$ cat src/rtl/core/sxn_pkg.sv
// shared constants for the softmax exponent numerator
package sxn_pkg;

  // pipeline depth of one fused multiply-add unit
  localparam int unsigned FmaLat = 5;

  // config address decode
  localparam int unsigned PaddrW      = 3;
  localparam logic        RegMaxLogit = 1'b0;

  // binary32 constants
  localparam logic [31:0] FpOne       = 32'h3F80_0000;
  localparam logic [31:0] FpShifter   = 32'h4B40_0000;
  localparam logic [31:0] FpLog2e     = 32'h3FB8_AA3B;
  localparam logic [31:0] FpLn2Hi     = 32'h3F31_7200;
  localparam logic [31:0] FpLn2Lo     = 32'h35BF_BE8E;
  localparam logic [31:0] FpC5        = 32'h3C07_2010;
  localparam logic [31:0] FpC4        = 32'h3D2B_9F17;
  localparam logic [31:0] FpC3        = 32'h3E2A_AF33;
  localparam logic [31:0] FpC2        = 32'h3EFF_FEDB;
  localparam logic [31:0] FpC1        = 32'h3F7F_FFF6;
  localparam logic [30:0] FpSplitLim  = 31'h42FC_0000;
  localparam logic [30:0] FpHugeLim   = 31'h4340_0000;
  localparam logic [31:0] NegBias     = 32'h8200_0000;
  localparam logic [31:0] S1Base      = 32'h7F00_0000;
  localparam logic [31:0] FpPosInf    = 32'h7F80_0000;
  localparam logic [31:0] FpNegZero   = 32'h8000_0000;
  localparam logic [31:0] FpSignMask  = 32'h8000_0000;
  localparam logic [31:0] FpQuietBit  = 32'h0040_0000;
  localparam logic [31:0] FpNanSubInf = 32'hFFC0_0000;
  localparam logic [31:0] FpNanFma    = 32'h7FC0_0000;

endpackage

$ cat src/rtl/core/sxn_fma.sv
// binary32 fused multiply-add a*b+c, single rounding to nearest even, five stages
module sxn_fma
  import sxn_pkg::*;
(
  input  logic        clk_i,
  input  logic        en_i,
  input  logic [31:0] a_i,
  input  logic [31:0] b_i,
  input  logic [31:0] c_i,
  output logic [31:0] res_o
);

  // leading zero count of a 24-bit significand
  function automatic logic [4:0] lzc24(input logic [23:0] v);
    logic [4:0] n;
    n = 5'd0;
    for (int i = 0; i < 24; i++) begin
      if (v[i]) n = 5'(23 - i);
    end
    return n;
  endfunction

  // normalized operand: {signed exponent, significand with msb set}
  function automatic logic [33:0] norm_op(input logic [31:0] f);
    logic [23:0] m;
    logic [4:0]  lz;
    logic [9:0]  e;
    m  = {(f[30:23] != 8'd0), f[22:0]};
    lz = lzc24(m);
    e  = (f[30:23] == 8'd0) ? 10'd1 : {2'b00, f[30:23]};
    e  = e - {5'd0, lz};
    return {e, m << lz};
  endfunction

  // ---------------- stage a: classify and normalize
  logic a_zero, b_zero, c_zero, a_inf, b_inf, c_inf, a_nan, b_nan, c_nan;
  logic p_sign, p_nan, p_inf;
  logic        spec_a;
  logic [31:0] spec_val_a;
  logic [33:0] na, nb, nc;

  assign a_zero = (a_i[30:0] == 31'd0);
  assign b_zero = (b_i[30:0] == 31'd0);
  assign c_zero = (c_i[30:0] == 31'd0);
  assign a_inf  = (a_i[30:0] == FpPosInf[30:0]);
  assign b_inf  = (b_i[30:0] == FpPosInf[30:0]);
  assign c_inf  = (c_i[30:0] == FpPosInf[30:0]);
  assign a_nan  = (a_i[30:23] == 8'hFF) && (a_i[22:0] != 23'd0);
  assign b_nan  = (b_i[30:23] == 8'hFF) && (b_i[22:0] != 23'd0);
  assign c_nan  = (c_i[30:23] == 8'hFF) && (c_i[22:0] != 23'd0);
  assign p_sign = a_i[31] ^ b_i[31];
  assign p_nan  = a_nan | b_nan | c_nan | (a_inf & b_zero) | (a_zero & b_inf);
  assign p_inf  = a_inf | b_inf;
  assign na     = norm_op(a_i);
  assign nb     = norm_op(b_i);
  assign nc     = norm_op(c_i);

  // results that bypass the datapath
  always_comb begin
    spec_a     = 1'b1;
    spec_val_a = FpNanFma;
    if (p_nan || (p_inf && c_inf && (p_sign != c_i[31]))) begin
      spec_val_a = FpNanFma;
    end else if (p_inf) begin
      spec_val_a = {p_sign, FpPosInf[30:0]};
    end else if (c_inf) begin
      spec_val_a = c_i;
    end else if (a_zero || b_zero) begin
      spec_val_a = c_zero ? {p_sign & c_i[31], 31'd0} : c_i;
    end else begin
      spec_a = 1'b0;
    end
  end

  logic [23:0] ma_q, mb_q, mc_q;
  logic [9:0]  ea_q, eb_q, ec_q;
  logic        sp_a_q, sc_a_q, cz_a_q, spec_a_q;
  logic [31:0] spec_val_a_q;

  always_ff @(posedge clk_i) begin
    if (en_i) begin
      ma_q         <= na[23:0];
      mb_q         <= nb[23:0];
      mc_q         <= nc[23:0];
      ea_q         <= na[33:24];
      eb_q         <= nb[33:24];
      ec_q         <= nc[33:24];
      sp_a_q       <= p_sign;
      sc_a_q       <= c_i[31];
      cz_a_q       <= c_zero;
      spec_a_q     <= spec_a;
      spec_val_a_q <= spec_val_a;
    end
  end

  // ---------------- stage b: significand product
  logic [47:0]        mp;
  logic signed [11:0] xp, xc;

  assign mp = ma_q * mb_q;
  assign xp = 12'($signed(ea_q)) + 12'($signed(eb_q)) - 12'sd126;
  assign xc = 12'($signed(ec_q));

  logic [47:0]        mp_q, mc48_q;
  logic signed [11:0] xp_q, xc_q;
  logic               sp_b_q, sc_b_q, cz_b_q, spec_b_q;
  logic [31:0]        spec_val_b_q;

  always_ff @(posedge clk_i) begin
    if (en_i) begin
      mp_q         <= mp;
      mc48_q       <= {mc_q, 24'd0};
      xp_q         <= xp;
      xc_q         <= xc;
      sp_b_q       <= sp_a_q;
      sc_b_q       <= sc_a_q;
      cz_b_q       <= cz_a_q;
      spec_b_q     <= spec_a_q;
      spec_val_b_q <= spec_val_a_q;
    end
  end

  // ---------------- stage c: align and add
  logic signed [11:0] diff, dabs, xbig;
  logic               swap, eff_sub, sbig, ssmall, neg;
  logic [47:0]        big, small_m;
  logic [99:0]        bigw, aligned, dif2;
  logic [100:0]       dif1, sum, r_c;
  logic               rsign_c;

  assign diff    = xp_q - xc_q;
  assign swap    = !cz_b_q && (diff < 12'sd0);
  assign dabs    = swap ? -diff : diff;
  assign xbig    = swap ? xc_q : xp_q;
  assign big     = swap ? mc48_q : mp_q;
  assign small_m = swap ? mp_q : (cz_b_q ? 48'd0 : mc48_q);
  assign sbig    = swap ? sc_b_q : sp_b_q;
  assign ssmall  = swap ? sp_b_q : sc_b_q;
  assign eff_sub = sp_b_q ^ sc_b_q;
  assign bigw    = {big, 52'd0};
  // far-off addend only matters as a sticky bit below everything else
  assign aligned = (dabs >= 12'sd52) ? {99'd0, (small_m != 48'd0)}
                                     : ({small_m, 52'd0} >> dabs[5:0]);
  assign dif1    = {1'b0, bigw} - {1'b0, aligned};
  assign dif2    = aligned - bigw;
  assign sum     = {1'b0, bigw} + {1'b0, aligned};
  assign neg     = dif1[100];
  assign r_c     = eff_sub ? (neg ? {1'b0, dif2} : dif1) : sum;
  assign rsign_c = (eff_sub && neg) ? ssmall : sbig;

  logic [100:0]       r_c_q;
  logic signed [11:0] xbig_q;
  logic               rsign_c_q, spec_c_q;
  logic [31:0]        spec_val_c_q;

  always_ff @(posedge clk_i) begin
    if (en_i) begin
      r_c_q        <= r_c;
      xbig_q       <= xbig;
      rsign_c_q    <= rsign_c;
      spec_c_q     <= spec_b_q;
      spec_val_c_q <= spec_val_b_q;
    end
  end

  // ---------------- stage d: leading one and rounding position
  logic [6:0]         msb;
  logic signed [11:0] q_norm, q_sub, q_sel, eenc;
  logic [6:0]         qc;

  always_comb begin
    msb = 7'd0;
    for (int i = 0; i < 101; i++) begin
      if (r_c_q[i]) msb = 7'(i);
    end
  end

  assign q_norm = 12'($signed({5'd0, msb})) - 12'sd23;
  assign q_sub  = 12'sd77 - xbig_q;
  assign q_sel  = (q_norm > q_sub) ? q_norm : q_sub;
  assign eenc   = q_sel + xbig_q - 12'sd77;
  assign qc     = (q_sel < 12'sd0)   ? 7'd0   :
                  (q_sel > 12'sd102) ? 7'd102 : q_sel[6:0];

  logic [100:0] r_d_q;
  logic [6:0]   qc_q;
  logic [9:0]   eenc_q;
  logic         rsign_d_q, rzero_q, spec_d_q;
  logic [31:0]  spec_val_d_q;

  always_ff @(posedge clk_i) begin
    if (en_i) begin
      r_d_q        <= r_c_q;
      qc_q         <= qc;
      eenc_q       <= eenc[9:0];
      rsign_d_q    <= rsign_c_q;
      rzero_q      <= (r_c_q == 101'd0);
      spec_d_q     <= spec_c_q;
      spec_val_d_q <= spec_val_c_q;
    end
  end

  // ---------------- stage e: shift, round, pack
  logic [101:0] shr;
  logic [100:0] low_mask;
  logic [23:0]  m24;
  logic         rnd_bit, sticky, inc;
  logic [33:0]  mag;
  logic [31:0]  res_e;

  assign shr      = {r_d_q, 1'b0} >> qc_q;
  assign m24      = shr[24:1];
  assign rnd_bit  = shr[0];
  assign low_mask = (~({101{1'b1}} << qc_q)) >> 1;
  assign sticky   = ((r_d_q & low_mask) != 101'd0);
  assign inc      = rnd_bit & (sticky | m24[0]);
  assign mag      = {1'b0, eenc_q, 23'd0} + {10'd0, m24} + {33'd0, inc};

  always_comb begin
    if (spec_d_q) begin
      res_e = spec_val_d_q;
    end else if (rzero_q) begin
      res_e = 32'd0;
    end else if (mag >= {2'b00, FpPosInf}) begin
      res_e = {rsign_d_q, FpPosInf[30:0]};
    end else begin
      res_e = {rsign_d_q, mag[30:0]};
    end
  end

  logic [31:0] res_q;

  always_ff @(posedge clk_i) begin
    if (en_i) begin
      res_q <= res_e;
    end
  end

  assign res_o = res_q;

endmodule

$ cat config.mk
export PLATFORM = sky130hd
export DESIGN_NAME = sxn_fma
export DESIGN_NICKNAME = d
export VERILOG_FILES = /design/src/rtl/core/sxn_pkg.sv /design/src/rtl/core/sxn_fma.sv
export SDC_FILE = /design/constraint.sdc
export NUM_CORES = 2
export LEC_CHECK = 0
export ABC_CLOCK_PERIOD_IN_PS = 8900
export BUFFER_PORTS_ARGS = -buffer_cell sky130_fd_sc_hd__buf_2
export CAP_MARGIN = 5
export CORE_AREA = 2 2 419 421
export CTS_BUF_LIST = sky130_fd_sc_hd__clkbuf_8
export CTS_CLUSTER_SIZE = 40
export DETAILED_ROUTE_END_ITERATION = 12
export DIE_AREA = 0 0 421 423
export PLACE_DENSITY = 0.61
export SYNTH_ARGS = -nofsm -noshare
export SYNTH_HDL_FRONTEND = slang
export SYNTH_SLANG_ARGS = --single-unit
$ cat constraint.sdc
create_clock -name clk_i -period 8.9 [get_ports clk_i]
set_input_delay 1.335 -clock clk_i [delete_from_list [all_inputs] [get_ports clk_i]]
set_output_delay 1.335 -clock clk_i [all_outputs]
set_load 0.02 [all_outputs]
==> results.json <==
{
  "dieArea_um2": 178000,
  "fin_crit_sh_pct": 95.9,
  "yosysSeqAreaShare_pct": 25.9,
  "maxCapViolCount": 0,
  "status": "completed",
  "fmax_ghz": 0.117,
  "required_ns": 9.45,
  "final_common_cell": "nand2_1",
  "slew_viol_final": 0,
  "syn_area_per_cell_um2": 9.28,
  "hold_start": "mc_q[9]$_SDFFCE_PP0P_",
  "clock_path_buffers": 3,
  "grt_pass1_wl_um": 389000,
  "crit_fanout": 10,
  "drt-pass1-iter-count": 8,
  "grt_pass1_vias": 60700,
  "port-buffer-count": 129,
  "core_um2": 173000,
  "yosysUniqueCellTypes": 117,
  "dpl.cell_count": 10000,
  "start_util_pct": 39.8,
  "drc": 0,
  "synth_top_area_share_pct": 25.9,
  "max_stage_delay_ns": 0.77,
  "period_needed_ns": 8.53,
  "finalNonFillerCells": 10200,
  "slew_headroom_pct": 16.3,
  "drive_gt1_share_pct": 15.7,
  "grt_overflow": 0,
  "fin_util_pct": 44.9,
  "setup_viol_count_final": 0,
  "r2r_setup_slack_ns": 0.37,
  "track_usage_pct": 28.8,
  "dp_slack_ns": -0.0949,
  "finalClockSkew_ns": 0.124,
  "antenna_found_initial": 15,
  "ys_top_cells_by_area": "edfxtp_1, fa_1, ha_1",
  "via_count": 60600,
  "yosys_warnings": 0,
  "crit_type": "reg -> reg",
  "reg2reg_from": "mb_q[5]$_SDFFCE_PP0P_",
  "hp-class": "reg -> reg",
  "mostFrequentLayoutCells": "nand2_1, inv_1, edfxtp_1, buf_4, a21oi_1",
  "design.portCount": 130,
  "final_area_um2": 77800,
  "cts_tree": "built",
  "finalHoldViolCount": 0,
  "synth-edff-count": 594,
  "end_kind": "register",
  "area.growth.synth_to_final_pct": 12.9,
  "fill_cells": 16800,
  "r2r_end": "mp_q[46]$_DFFE_PP_",
  "htreeDepth": 3,
  "wl_um": 263000,
  "critPathLaunchType": "register",
  "final_nets": 8793,
  "synth_flop_cell": "edfxtp_1",
  "die_h_um": 423,
  "clock-sinks": 594,
  "ant_nets": 0,
  "cts_hold_buf": 0,
  "reg2reg_depth": 27,
  "num_rows": 153,
  "numCtsBuffers": 100,
  "clkSlewWorstSetupHoldPaths_ns": 0.06,
  "netlist_area_um2": 68900,
  "async_reset_ff_share_pct": 0,
  "syn_inst": 7425,
  "routed_via_density": 5.92,
  "wl_per_cell_um": 25.6,
  "cts-root-buf": "clkbuf_8",
  "crit_slowest_cell": "edfxtp_1",
  "dp_hpwl_um": 214000,
  "post_dp_cell_area_um2": 75400,
  "crit_arrival_ns": 9.09,
  "die_w_um": 421,
  "hold_path_depth": 0,
  "ys_seq_elements": 594,
  "setup_ws_ns": 0.367,
  "gp_congestion": 1.05,
  "clk_latency_ns": 0.89,
  "drt_iter0_markers": 5943,
  "critPathMostFrequentCell": "fa_1",
  "hold-path-endpoint": "mc48_q[33]$_DFFE_PP_",
  "grt_max_degree": 176,
  "worst_pin_slew_ns": 1.24,
  "synth_largest_area_cell": "edfxtp_1"
}
==> metal layers <==
metal	vias up	track usage, %	part of all wire, %
met1	29900	35.2	39
met5	-	0	0
met3	760	3.80	6.7
met4	0	19.5	8.0
met2	2878	47.5	47
li1	27100	-	-
==> worst max-delay path by stage <==
stage / slack, ns / to / start / cells after the start
2_1_floorplan: 0.46 / r_c_q[98]$_DFFE_PP_ / xp_q[0]$_DFFE_PP_ / 41
3_3_place_gp: -0.04 / r_c_q[99]$_DFFE_PP_ / xp_q[0]$_DFFE_PP_ / 42
3_5_place_dp: -0.09 / r_c_q[98]$_DFFE_PP_ / xp_q[0]$_DFFE_PP_ / 37
4_1_cts: 0.02 / r_c_q[99]$_DFFE_PP_ / xp_q[0]$_DFFE_PP_ / 40
5_1_grt: -0.002 / r_c_q[48]$_DFFE_PP_ / xp_q[0]$_DFFE_PP_ / 41
6_report: 0.37 / mp_q[46]$_DFFE_PP_ / mb_q[5]$_SDFFCE_PP0P_ / 27
==> flip-flops by register name (all words and copies together), names as in the netlist, 10 cells and up <==
signal	flops
xbig_q	11
mp_q	48
r_c_q	101
mb_q	24
spec_val_b_q	32
eenc_q	10
spec_val_a_q	32
xp_q	11
spec_val_c_q	32
mc48_q	24
spec_val_d_q	32
mc_q	24
r_d_q	101
res_o	32
ma_q	24
==> timing repair <==
item	CTS	global route
resized for setup	4	37
pin swaps	0	4
endpoints found under the setup margin	5	82
hold endpoints to repair	0	0
setup buffers	0	8
==> Yosys cell counts, drive strengths merged (71+ instances only) <==
cell type / number
a21o: 92
a21oi: 525
and2: 263
buf: 138
clkbuf: 286
edfxtp: 594
fa: 487
ha: 388
inv: 766
mux2i: 305
mux4: 190
nand2: 920
nand3: 94
nor2: 523
nor3: 139
nor4: 88
o21ai: 294
o21bai: 82
xnor2: 142
xor2: 71
==> critical path: cells and delay by family, from the launching register on <==
kind                       cells  cell delay (ns)
adders and majority gates      8             3.80
AOI/OAI and AO/OA             11             2.60
DFF                            1             0.77
and+or+nand+nor                3             0.49
buffers and inverters          4             0.42
xor gates and xnor gates       1             0.10
==> kinds of logic (layout without fill, tap and decap cells) <==
group	Yosys count	after routing	share of synthesized area, %
muxes	565	565	11.8
DFF	594	594	25.9
buffers and inverters	1192	1668	6.89
and+or+nand+nor	2344	2344	15.8
AOI/OAI and AO/OA	1638	1638	15.6
adders and majority gates	876	876	21.2
xor gates and xnor gates	215	215	2.83
other	1	13	0.00544
==> final cells by class <==
type	count	area [um^2]	area share [%]
Timing Repair Buffer	715	5350	6.87
Antenna cell	10	25.0	0.0322
Inverter	768	2890	3.71
Tap cell	2325	2910	3.74
Clock inverter	85	779	1.00
Clock buffer	100	1380	1.77
Sequential cell	594	17800	22.9
Multi-Input combinational cell	5641	46700	60.0
==> through the flow <==
| step | setup TNS [ns] | hold slack (ns) |
|---|---|---|
| detailed placement | -0.0949 | 0.405 |
| finish | 0 | 0.410 |
| CTS | 0 | 0.394 |
| floorplan | 0 | 0.400 |
| global route | -0.00158 | 0.425 |
| global placement | -0.0508 | 0.400 |
Power is not shown: default switching activity piles up to over one toggle a cycle in this logic, so the estimate is an artifact.
